### config.mk
export PLATFORM = sky130hd
export DESIGN_NAME = fifo_job_dispatcher
export DESIGN_NICKNAME = d
export VERILOG_FILES = /design/src/hw/rtl/fjd_pkg.sv /design/src/hw/rtl/fifo_job_dispatcher.sv /design/src/hw/rtl/fjd_queue.sv /design/src/hw/rtl/fjd_workers.sv
export SDC_FILE = /design/constraint.sdc
export NUM_CORES = 1
export LEC_CHECK = 0
export ABC_AREA = 1
export BUFFER_PORTS_ARGS = -buffer_cell sky130_fd_sc_hd__buf_2
export CAP_MARGIN = 20
export CORE_MARGIN = 5
export CORE_UTILIZATION = 50
export CTS_CLUSTER_SIZE = 14
export DETAILED_ROUTE_END_ITERATION = 7
export HOLD_SLACK_MARGIN = 0.02
export PLACE_DENSITY = 0.67
export SLEW_MARGIN = 40
export SYNTH_ARGS = -nofsm -noshare
export SYNTH_HDL_FRONTEND = slang
export SYNTH_SLANG_ARGS = --single-unit
### constraint.sdc
create_clock -name clk -period 9.15 [get_ports clk]
set_clock_uncertainty 0.15 [all_clocks]
set_input_delay 0.4575 -clock clk [delete_from_list [all_inputs] [get_ports clk]]
set_output_delay 0.4575 -clock clk [all_outputs]
set_load 0.005 [all_outputs]
### src/hw/rtl/fjd_pkg.sv
// ----------------------------------------------------------------------------
// fjd_pkg
// Shared types, widths and codes of the FIFO job dispatcher.
// ----------------------------------------------------------------------------
package fjd_pkg;

	localparam int NUM_WORKERS_DEF = 8;
	localparam int QUEUE_DEPTH_DEF = 16;

	localparam int ID_W     = 16;
	localparam int LINES_W  = 16;
	localparam int STATUS_W = 2;

	localparam logic OP_ENQUEUE = 1'b0;
	localparam logic OP_TICK    = 1'b1;

	localparam logic [STATUS_W-1:0] ST_PRINTED  = 2'd0;
	localparam logic [STATUS_W-1:0] ST_FINISHED = 2'd1;
	localparam logic [STATUS_W-1:0] ST_REJECTED = 2'd2;

	typedef struct packed {
		logic empty;
		logic full;
	} queue_stat_t;

endpackage

### src/hw/rtl/fifo_job_dispatcher.sv
// ----------------------------------------------------------------------------
// fifo_job_dispatcher
// Job FIFO feeding a row of workers, one worker visited per cycle on a tick.
// ----------------------------------------------------------------------------
// Usage: drive opcode, job_id and job_lines with start; the request is taken
// at an edge where start is high and busy is low.
// Enqueue: busy stays low. A job that finds the queue full or has zero lines
// is dropped and one rejected result follows in the next cycle.
// Tick: busy rises. A prime state primes the worker and queue memory reads,
// then a sweep state visits each worker and runs the shared decrement and
// zero compare: a free worker takes the queue head, a busy one prints a line.
// Each result leaves through a one-entry hold register so the final one can
// carry last; a drain state releases it. The worker sweep sets the rate.
// Results appear on result_valid for one cycle each; the receiver cannot
// stall them. A tick with no busy worker and an empty queue gives no result.
// Reset empties the queue and frees all workers; queue and worker payload
// memories are not cleared and their contents are only used once written.
// ----------------------------------------------------------------------------
module fifo_job_dispatcher #(
	parameter int NUM_WORKERS = fjd_pkg::NUM_WORKERS_DEF,
	parameter int QUEUE_DEPTH = fjd_pkg::QUEUE_DEPTH_DEF,
	localparam int IDX_W = (NUM_WORKERS > 1) ? $clog2(NUM_WORKERS) : 1
) (
	input  logic                        clk,
	input  logic                        arst_n,
	input  logic                        start,
	output logic                        busy,
	input  logic                        opcode,
	input  logic [fjd_pkg::ID_W-1:0]     job_id,
	input  logic [fjd_pkg::LINES_W-1:0]  job_lines,
	output logic                        result_valid,
	output logic [IDX_W-1:0]            worker_index,
	output logic [fjd_pkg::ID_W-1:0]     job_id_out,
	output logic [fjd_pkg::LINES_W-1:0]  lines_left,
	output logic [fjd_pkg::STATUS_W-1:0] status,
	output logic                        last
);

	localparam logic [IDX_W-1:0] IDX_LAST = IDX_W'(NUM_WORKERS - 1);

	typedef enum logic [1:0] {
		S_IDLE,
		S_PRIME,
		S_SWEEP,
		S_DRAIN
	} state_t;

	state_t state_q;
	logic [IDX_W-1:0] widx_q;

	logic                        pend_valid_q;
	logic [IDX_W-1:0]            pend_idx_q;
	logic [fjd_pkg::ID_W-1:0]     pend_id_q;
	logic [fjd_pkg::LINES_W-1:0]  pend_lines_q;
	logic [fjd_pkg::STATUS_W-1:0] pend_status_q;

	logic                        q_push;
	logic                        q_pop;
	logic [fjd_pkg::ID_W-1:0]     q_head_id;
	logic [fjd_pkg::LINES_W-1:0]  q_head_lines;
	fjd_pkg::queue_stat_t        q_stat;

	logic [IDX_W-1:0]            w_rd_idx;
	logic [fjd_pkg::ID_W-1:0]     w_id;
	logic [fjd_pkg::LINES_W-1:0]  w_lines;
	logic                        w_busy;

	logic                        accept;
	logic                        reject;
	logic                        take;
	logic                        active;
	logic [fjd_pkg::ID_W-1:0]     cur_id;
	logic [fjd_pkg::LINES_W-1:0]  cur_lines;
	logic [fjd_pkg::LINES_W-1:0]  left;
	logic                        done;

	assign busy   = (state_q != S_IDLE);
	assign accept = start && !busy;
	assign reject = accept && (opcode == fjd_pkg::OP_ENQUEUE)
		&& (q_stat.full || (job_lines == '0));
	assign q_push = accept && (opcode == fjd_pkg::OP_ENQUEUE) && !reject;

	// a free worker takes the head job, then every active worker prints a line
	assign take      = (state_q == S_SWEEP) && !w_busy && !q_stat.empty;
	assign active    = (state_q == S_SWEEP) && (w_busy || take);
	assign q_pop     = take;
	assign cur_id    = w_busy ? w_id : q_head_id;
	assign cur_lines = w_busy ? w_lines : q_head_lines;
	assign left      = cur_lines - 1'b1;
	assign done      = (left == '0);

	// prefetch the next worker's entry while the current one is worked on
	assign w_rd_idx = ((state_q == S_SWEEP) && (widx_q != IDX_LAST)) ? widx_q + 1'b1 : '0;

	fjd_queue #(
		.QUEUE_DEPTH (QUEUE_DEPTH)
	) u_queue (
		.clk        (clk),
		.arst_n     (arst_n),
		.push       (q_push),
		.push_id    (job_id),
		.push_lines (job_lines),
		.pop        (q_pop),
		.head_id    (q_head_id),
		.head_lines (q_head_lines),
		.stat       (q_stat)
	);

	fjd_workers #(
		.NUM_WORKERS (NUM_WORKERS)
	) u_workers (
		.clk      (clk),
		.arst_n   (arst_n),
		.rd_idx   (w_rd_idx),
		.rd_id    (w_id),
		.rd_lines (w_lines),
		.cur_idx  (widx_q),
		.cur_busy (w_busy),
		.wr_en    (active),
		.wr_id    (cur_id),
		.wr_lines (left),
		.wr_busy  (!done)
	);

	always_ff @(posedge clk or negedge arst_n) begin
		if (!arst_n) begin
			state_q       <= S_IDLE;
			widx_q        <= '0;
			pend_valid_q  <= 1'b0;
			pend_idx_q    <= '0;
			pend_id_q     <= '0;
			pend_lines_q  <= '0;
			pend_status_q <= fjd_pkg::ST_PRINTED;
			result_valid  <= 1'b0;
			worker_index  <= '0;
			job_id_out    <= '0;
			lines_left    <= '0;
			status        <= fjd_pkg::ST_PRINTED;
			last          <= 1'b0;
		end else begin
			result_valid <= 1'b0;
			unique case (state_q)
				S_IDLE: begin
					if (reject) begin
						result_valid <= 1'b1;
						worker_index <= '0;
						job_id_out   <= job_id;
						lines_left   <= job_lines;
						status       <= fjd_pkg::ST_REJECTED;
						last         <= 1'b1;
					end else if (accept && (opcode == fjd_pkg::OP_TICK)) begin
						widx_q  <= '0;
						state_q <= S_PRIME;
					end
				end
				S_PRIME: begin
					state_q <= S_SWEEP;
				end
				S_SWEEP: begin
					if (active) begin
						// release the held result, hold the new one
						if (pend_valid_q) begin
							result_valid <= 1'b1;
							worker_index <= pend_idx_q;
							job_id_out   <= pend_id_q;
							lines_left   <= pend_lines_q;
							status       <= pend_status_q;
							last         <= 1'b0;
						end
						pend_valid_q  <= 1'b1;
						pend_idx_q    <= widx_q;
						pend_id_q     <= cur_id;
						pend_lines_q  <= left;
						pend_status_q <= done ? fjd_pkg::ST_FINISHED : fjd_pkg::ST_PRINTED;
					end
					if (widx_q == IDX_LAST) begin
						state_q <= S_DRAIN;
					end else begin
						widx_q <= widx_q + 1'b1;
					end
				end
				S_DRAIN: begin
					if (pend_valid_q) begin
						result_valid <= 1'b1;
						worker_index <= pend_idx_q;
						job_id_out   <= pend_id_q;
						lines_left   <= pend_lines_q;
						status       <= pend_status_q;
						last         <= 1'b1;
					end
					pend_valid_q <= 1'b0;
					state_q      <= S_IDLE;
				end
				default: begin
					state_q <= S_IDLE;
				end
			endcase
		end
	end

`ifndef SYNTH
	a_no_pop_empty: assert property (@(posedge clk) disable iff (!arst_n)
		q_pop |-> !q_stat.empty)
		else $error("queue popped while empty");

	a_hold_clear_idle: assert property (@(posedge clk) disable iff (!arst_n)
		(state_q == S_IDLE) |-> !pend_valid_q)
		else $error("held result left over after tick");

	a_busy_has_lines: assert property (@(posedge clk) disable iff (!arst_n)
		((state_q == S_SWEEP) && w_busy) |-> (w_lines != '0))
		else $error("busy worker with no lines");

	a_reject_last: assert property (@(posedge clk) disable iff (!arst_n)
		(result_valid && (status == fjd_pkg::ST_REJECTED)) |-> (last && !busy))
		else $error("rejected request result malformed");
`endif

endmodule

### src/hw/rtl/fjd_queue.sv
// ----------------------------------------------------------------------------
// fjd_queue
// Job FIFO: id and line count memory with head, tail and fill count.
// ----------------------------------------------------------------------------
module fjd_queue #(
	parameter int QUEUE_DEPTH = fjd_pkg::QUEUE_DEPTH_DEF
) (
	input  logic                       clk,
	input  logic                       arst_n,
	input  logic                       push,
	input  logic [fjd_pkg::ID_W-1:0]    push_id,
	input  logic [fjd_pkg::LINES_W-1:0] push_lines,
	input  logic                       pop,
	output logic [fjd_pkg::ID_W-1:0]    head_id,
	output logic [fjd_pkg::LINES_W-1:0] head_lines,
	output fjd_pkg::queue_stat_t        stat
);

	localparam int PTR_W = $clog2(QUEUE_DEPTH);
	localparam int CNT_W = $clog2(QUEUE_DEPTH + 1);
	localparam logic [PTR_W-1:0] PTR_LAST = PTR_W'(QUEUE_DEPTH - 1);
	localparam logic [CNT_W-1:0] CNT_FULL = CNT_W'(QUEUE_DEPTH);

	logic [fjd_pkg::ID_W-1:0]    id_mem    [QUEUE_DEPTH];
	logic [fjd_pkg::LINES_W-1:0] lines_mem [QUEUE_DEPTH];

	logic [PTR_W-1:0] head_q;
	logic [PTR_W-1:0] tail_q;
	logic [CNT_W-1:0] count_q;
	logic [PTR_W-1:0] head_inc;
	logic [PTR_W-1:0] tail_inc;
	logic [PTR_W-1:0] rd_addr;

	assign head_inc = (head_q == PTR_LAST) ? '0 : head_q + 1'b1;
	assign tail_inc = (tail_q == PTR_LAST) ? '0 : tail_q + 1'b1;

	// prefetch the entry behind the head when the head is taken this cycle
	assign rd_addr = pop ? head_inc : head_q;

	assign stat.empty = (count_q == '0);
	assign stat.full  = (count_q == CNT_FULL);

	always_ff @(posedge clk) begin
		if (push) begin
			id_mem[tail_q]    <= push_id;
			lines_mem[tail_q] <= push_lines;
		end
		head_id    <= id_mem[rd_addr];
		head_lines <= lines_mem[rd_addr];
	end

	always_ff @(posedge clk or negedge arst_n) begin
		if (!arst_n) begin
			head_q  <= '0;
			tail_q  <= '0;
			count_q <= '0;
		end else begin
			if (push) begin
				tail_q <= tail_inc;
			end
			if (pop) begin
				head_q <= head_inc;
			end
			if (push && !pop) begin
				count_q <= count_q + 1'b1;
			end else if (pop && !push) begin
				count_q <= count_q - 1'b1;
			end
		end
	end

endmodule

### src/hw/rtl/fjd_workers.sv
// ----------------------------------------------------------------------------
// fjd_workers
// Worker row: busy flags plus a job id and line count memory per worker.
// ----------------------------------------------------------------------------
module fjd_workers #(
	parameter int NUM_WORKERS = fjd_pkg::NUM_WORKERS_DEF,
	localparam int IDX_W = (NUM_WORKERS > 1) ? $clog2(NUM_WORKERS) : 1
) (
	input  logic                       clk,
	input  logic                       arst_n,
	input  logic [IDX_W-1:0]           rd_idx,
	output logic [fjd_pkg::ID_W-1:0]    rd_id,
	output logic [fjd_pkg::LINES_W-1:0] rd_lines,
	input  logic [IDX_W-1:0]           cur_idx,
	output logic                       cur_busy,
	input  logic                       wr_en,
	input  logic [fjd_pkg::ID_W-1:0]    wr_id,
	input  logic [fjd_pkg::LINES_W-1:0] wr_lines,
	input  logic                       wr_busy
);

	logic [fjd_pkg::ID_W-1:0]    id_mem    [NUM_WORKERS];
	logic [fjd_pkg::LINES_W-1:0] lines_mem [NUM_WORKERS];
	logic [NUM_WORKERS-1:0]      busy_q;

	assign cur_busy = busy_q[cur_idx];

	always_ff @(posedge clk) begin
		if (wr_en) begin
			id_mem[cur_idx]    <= wr_id;
			lines_mem[cur_idx] <= wr_lines;
		end
		rd_id    <= id_mem[rd_idx];
		rd_lines <= lines_mem[rd_idx];
	end

	always_ff @(posedge clk or negedge arst_n) begin
		if (!arst_n) begin
			busy_q <= '0;
		end else if (wr_en) begin
			busy_q[cur_idx] <= wr_busy;
		end
	end

endmodule

==> impl_metrics.yaml, run 1 <==
sta:
  worst_slew_pin_slew_ns: 0.8396
  fin_ws_ns: 3.861
  finalSetupViolCount: 0
  holdWs_ns: 0.06483
  fmax_mhz: 189.1
  fin_crit_sh: 0.5780
  relSlewSlack: 0.4403
  rsz0062_at_grt: "false"
  post-route-min-period_ns: 5.289
  hold_viol_final: 0
  slew_violations: 0
  fin_setup_tns_ns: 0
logic_synthesis:
  async_flop_share: 0.1092
  synth_nets: 3128
  yosys.cell_types.count: 53
  ys_seq_area_frac: 0.7170
  synth_seq_cells: 934
  synth.avg_cell_area_um2: 12.21
  yosysWarnings: 0
  syn_inst: 3073
  synth_edf_count: 768
  syn-cell-area_mm2: 0.03751
  synth_flop_cell: "edfxtp_1"
setup_path:
  path_common_cell: "buf_4"
  cp.arrival_ns: 5.66
  cp_data_required_time_ns: 9.52
  reg2reg_from: "widx_q[0]$_DFFE_PN0P_"
  crit_chain: "inv_2, buf_4, nand2_1, nand3_1, nand2_2, nor2_8, nand3_4, o21ai_4, buf_4, clkinv_2, buf_4, o21ai_1, o21bai_1, o211ai_1, nand3_1, nand2_1"
  ff2ff_setup_slack_ns: 3.86
  rr_worst_depth: 16
  slowest_stage: "clkinv_2"
  path_class: "flip-flop to flip-flop"
  endpoint_kind: "flip-flop"
  rr_endpoint: "u_queue.head_lines[3]$_DFF_P_"
  path_max_fanout: 69
  slowest_delay_ns: 0.75
  cp-start-kind: "flip-flop"
hold_path:
  hold_end: "u_queue.id_mem[0][10]$_DFFE_PP_"
  hold_path_depth: 1
  holdCritStartpoint: "job_id[10]"
  hold_class: "input pin to flip-flop"
routing:
  first_iter_violations: 2567
  wl_mm: 91.75
  dr.pass1.iters: 8
  via_count: 24140
  ant_nets: 0
  drc_errors: 0
  wl_per_cell_um: 22.05
  viasPerCell: 5.802
place:
  pre_cts_ws_ns: 3.861
  port_buffers: 75
  post-place-cells: 3984
  placed_cell_area_mm2: 0.03899
  dp_hpwl_mm: 50.34
  place_congestion: 0.8710
layout:
  fin_nets: 3167
  final_cell_mix: "edfxtp_1, nand2_1, nor2_1"
  area_delta_synth_final_pct: 12.75
  drive_gt1_frac: 0.1141
  layout_commonest_cell: "edfxtp_1"
  instances_no_fill: 4161
  utilization: 0.5681
  fin_area_mm2: 0.04229
run_status:
  status: "finished clean"
clock_network:
  numClockSinks: 934
  h-tree-depth: 3
  cts_resized: 0
  clk_path_buf_depth: 3
  clk_pin_slew_ns: 0.06
  clk_latency_ns: 0.64
  numCtsBuffers: 93
  ctsRootBufferMaster: "clkbuf_16"
  cts_tree: "yes"
power_and_ir_drop:
  powerDensity_mw_per_mm2: 400.3
  static-leakage-power_nw: 15.66
  irDropWorstVdd_v: 0.0003993
  total_power_mw: 16.93
floorplanning:
  dieArea_mm2: 0.08060
  coreArea_mm2: 0.07445
  die_h_um: 283.9
  rows: 100
  initial_core_util: 0.5038
  io_pins: 76
  die_x_um: 283.9
global_route:
  grt-ovfl-total: 0
  track_usage: 0.2243
  use_met3: 0.03357
  antenna_found_initial: 2
  grt_pass1_wl_mm: 141.1
  use_met2: 0.3722
  grt_max_degree: 169
  grt_pass1_vias: 23440
  top_usage_layer: "met2"
  grt_use_met1: 0.3157
run:
  cap_violations: 0
worst max-delay path, delay by kind of cell, from the launching register on:
family / cells / cell delay, ns
buf+inv: 5 / 2.60
compound gates: 4 / 0.55
flops: 1 / 0.46
simple gates: 7 / 1.35
registers in the layout, indices dropped and copies added (netlist names), 5 cells and up:
signal,cells
u_queue.id_mem,256
u_queue.lines_mem,256
u_workers.id_mem,128
u_workers.lines_mem,128
job_id_out,16
lines_left,16
pend_id_q,16
pend_lines_q,16
u_queue.head_id,16
u_queue.head_lines,16
u_workers.rd_id,16
u_workers.rd_lines,16
u_workers.busy_q,8
u_queue.count_q,5
worst max path at each step:
stage	start	to	slack, ns	cells past startpoint
detailed placement	widx_q[0]$_DFFE_PN0P_	u_queue.head_lines[3]$_DFF_P_	3.86	16
global route	widx_q[0]$_DFFE_PN0P_	u_queue.head_lines[4]$_DFF_P_	3.39	16
floorplan	widx_q[0]$_DFFE_PN0P_	u_workers.id_mem[0][0]$_DFFE_PP_	5.48	13
global placement	widx_q[0]$_DFFE_PN0P_	u_queue.head_lines[6]$_DFF_P_	3.89	17
finish	widx_q[0]$_DFFE_PN0P_	u_queue.head_lines[3]$_DFF_P_	3.86	16
CTS	widx_q[0]$_DFFE_PN0P_	u_queue.head_lines[3]$_DFF_P_	3.83	16
cell type report:
cell class / instances / area [um2]
fillers: 5858 / 32160
flip-flops and latches: 934 / 26900
multi-input cells: 1733 / 9233
clock buffers: 121 / 2605
well taps: 969 / 1212
inverters: 226 / 858.3
repair buffers: 124 / 835.8
clock inverters: 53 / 648.1
diodes: 1 / 2.502
kinds of logic (layout without fill, tap and decap cells):
family                   Yosys count  after routing  share of synthesized area
AND/OR/NAND/NOR                  923            923                     0.1010
adder cells (fa/ha/maj)           19             19                   0.006538
XOR/XNOR                           6              6                   0.001601
buffers and inverters            406            524                    0.04390
flip-flops                       934            934                     0.7170
other                              0              1                          0
AO/OA/AOI/OAI                    785            785                     0.1299
cells in the mapped netlist (all sizes together), types with 2 or more instances:
master / count / area (um2)
edfxtp: 768 / 23060
nand2: 541 / 2111
o21ai: 420 / 2110
nor2: 315 / 1257
inv: 225 / 844.6
o211ai: 145 / 1094
clkbuf: 110 / 412.9
dfrtp: 102 / 2552
a21oi: 90 / 461.7
buf: 70 / 385.4
dfxtp: 64 / 1281
nand3: 40 / 260.3
o221ai: 34 / 297.8
a32o: 32 / 320.3
o311a: 31 / 310.3
ha: 18 / 225.2
o21bai: 16 / 120.1
nor3: 10 / 50.05
nand4: 8 / 50.05
o31ai: 8 / 90.08
xor2: 5 / 51.30
nor4: 3 / 18.77
or2: 3 / 18.77
a22o: 2 / 17.52
nand3b: 2 / 15.01
o21a: 2 / 15.01
where the power goes:
group          total (mW)  internal (mW)  switching (mW)
clock network        3.99           2.41            1.58
logic                6.99           1.96            5.03
registers            5.95           5.66           0.300
what timing repair did:
item | in CTS | in global routing
hold buffers | 1 | 0
hold endpoints to repair | 58 | 0
endpoints found under the setup margin | 0 | 0
setup buffers | 0 | 0
routing by layer:
| layer | vias up | wire, um |
|---|---|---|
| met2 | 902 | 44580 |
| met3 | 132 | 6584 |
| met1 | 12050 | 38910 |
| met4 | 2 | 1656 |
| li1 | 11060 | - |
| met5 | - | 13 |
No activity file was read; power rests on OpenSTA's default activity.
==> run 2: changes to the inputs <==
--- a/config.mk
+++ b/config.mk
@@ -13,7 +13,7 @@
 export CTS_CLUSTER_SIZE = 14
 export DETAILED_ROUTE_END_ITERATION = 7
 export HOLD_SLACK_MARGIN = 0.02
-export PLACE_DENSITY = 0.67
+export PLACE_DENSITY = 0.69
 export SLEW_MARGIN = 40
 export SYNTH_ARGS = -nofsm -noshare
 export SYNTH_HDL_FRONTEND = slang
==> constraint.sdc (replaced) <==
create_clock -name clk -period 4.5 [get_ports clk]
set_clock_uncertainty 0.15 [all_clocks]
set_input_delay 0.225 -clock clk [delete_from_list [all_inputs] [get_ports clk]]
set_output_delay 0.225 -clock clk [all_outputs]
set_load 0.005 [all_outputs]
==> run 2 against run 1 <==
Net effect:
- sequential power increased by 100%
- design area is 1.3% higher
- sequential cell count unchanged
- critical path type unchanged
==> impl_metrics.yaml, run 2 (synthesized netlist as in run 1, its figures left out) <==
sta:
  fin_crit_sh: 0.8250
  worst_slew_pin_slew_ns: 0.8512
  rsz0062_at_grt: "false"
  fmax_mhz: 269.3
  fin_ws_ns: 0.7873
  finalSetupViolCount: 0
  fin_setup_tns_ns: 0
  holdWs_ns: 0.01653
  hold_viol_final: 0
  slew_violations: 0
  relSlewSlack: 0.4312
  post-route-min-period_ns: 3.713
layout:
  drive_gt1_frac: 0.1156
  area_delta_synth_final_pct: 14.24
  instances_no_fill: 4225
  reg.largest.list: "u_queue.id_mem: 256 flops, u_queue.lines_mem: 256 flops"
  final_cell_mix: "edfxtp_1, nand2_1, nor2_1"
  fin_area_mm2: 0.04285
  layout_commonest_cell: "edfxtp_1"
  utilization: 0.5756
  fin_nets: 3229
place:
  pre_cts_ws_ns: 0.7980
  post-place-cells: 4013
  place_congestion: 0.8643
  placed_cell_area_mm2: 0.03945
  port_buffers: 75
  dp_hpwl_mm: 55.03
routing:
  first_iter_violations: 2722
  wl_per_cell_um: 22.05
  via_count: 24290
  wl_mm: 93.16
  dr.pass1.iters: 5
  ant_nets: 0
  drc_errors: 0
  viasPerCell: 5.749
clock_network:
  clk_pin_slew_ns: 0.06
  numClockSinks: 934
  ctsRootBufferMaster: "clkbuf_16"
  clk_path_buf_depth: 3
  h-tree-depth: 3
  cts_resized: 0
  numCtsBuffers: 92
  clk_latency_ns: 0.65
  cts_tree: "yes"
global_route:
  grt_pass1_vias: 23760
  grt_max_degree: 100
  track_usage: 0.2265
  grt-ovfl-total: 0
  antenna_found_initial: 5
  top_usage_layer: "met2"
  use_met2: 0.3744
  use_met3: 0.03116
  grt_pass1_wl_mm: 142.7
  grt_use_met1: 0.3218
floorplanning:
  die_h_um: 283.9
  initial_core_util: 0.5038
  rows: 100
  die_x_um: 283.9
  dieArea_mm2: 0.08060
  coreArea_mm2: 0.07445
  io_pins: 76
setup_path:
  reg2reg_from: "widx_q[1]$_DFFE_PN0P_"
  endpoint_kind: "flip-flop"
  path_max_fanout: 29
  cp.arrival_ns: 4.09
  ff2ff_setup_slack_ns: 0.79
  path_class: "flip-flop to flip-flop"
  cp-start-kind: "flip-flop"
  crit_start: "widx_q[1]$_DFFE_PN0P_"
  cp_data_required_time_ns: 4.87
hold_path:
  hold_class: "input pin to async pin"
power_and_ir_drop:
  irDropWorstVdd_v: 0.0006873
  powerDensity_mw_per_mm2: 807.7
  total_power_mw: 34.61
  static-leakage-power_nw: 15.87
run:
  cap_violations: 0
run_status:
  status: "finished clean"
-- run 2: changes by cell type in the layout (fill, tap and decap cells not counted), moves of 2 or more --
cell	delta
clkbuf_1	+15
buf_8	+2
clkinvlp_4	+3
clkinv_8	+2
buf_12	+14
buf_16	+2
clkbuf_16	-3
clkinv_2	-7
buf_6	-3
bufinv_16	-7
inv_4	-2
dlygate4sd3_1	+35
buf_4	+13
-- run 2: routing by layer --
| layer | part of all wire | wire (um) |
|---|---|---|
| met1 | 0.42 | 39470 |
| met2 | 0.48 | 45100 |
| met3 | 0.073 | 6755 |
| met5 | 0.00021 | 20 |
| met4 | 0.019 | 1814 |
-- run 2: area by class of cell --
class | instances | area, um2
fillers | 5826 | 31600
flip-flops and latches | 934 | 26900
multi-input cells | 1733 | 9233
clock buffers | 132 | 2572
repair buffers | 187 | 1615
well taps | 969 | 1212
inverters | 226 | 853.3
clock inverters | 42 | 464.2
diodes | 2 | 5.005
-- run 2: path summary, 6_finish.rpt --
path,cells past startpoint,end
setup / recovery,20,u_workers.busy_q[4]$_DFFE_PN0P_
hold / removal,2,u_queue.count_q[2]$_DFFE_PN0P_
setup reg to reg,20,u_workers.busy_q[4]$_DFFE_PN0P_
hold reg to reg,2,job_id_out[12]$_DFFE_PN0P_
max in group asynchronous,3,pend_id_q[5]$_DFFE_PN0P_
min in group clk,2,job_id_out[12]$_DFFE_PN0P_
-- run 2: timing repair --
action	CTS	global route
hold endpoints to repair	589	0
buffers inserted	0	0
hold buffers	36	0
-- run 2: critical path, cell delays in order (launching register included) --
cell     delay [ns]
dfrtp_1        0.44
nand2_1        0.26
inv_1          0.09
nand3_2        0.10
nand2_4        0.07
nor2_8         0.36
buf_4          0.33
nand2_2        0.09
nand2_4        0.16
ha_1           0.23
nand3_4        0.12
nor2_4         0.15
nand2_1        0.07
nand2_1        0.06
nand2_1        0.20
nor2_1         0.17
nand2_1        0.09
nor2_4         0.13
nand3_4        0.14
nand2_1        0.09
nand2_1        0.06
-- run 2: power by group --
part | internal [mW] | switching, mW | total, mW
registers | 11.5 | 0.566 | 12.1
logic | 4.34 | 10.6 | 14.9
clock network | 4.41 | 3.23 | 7.64
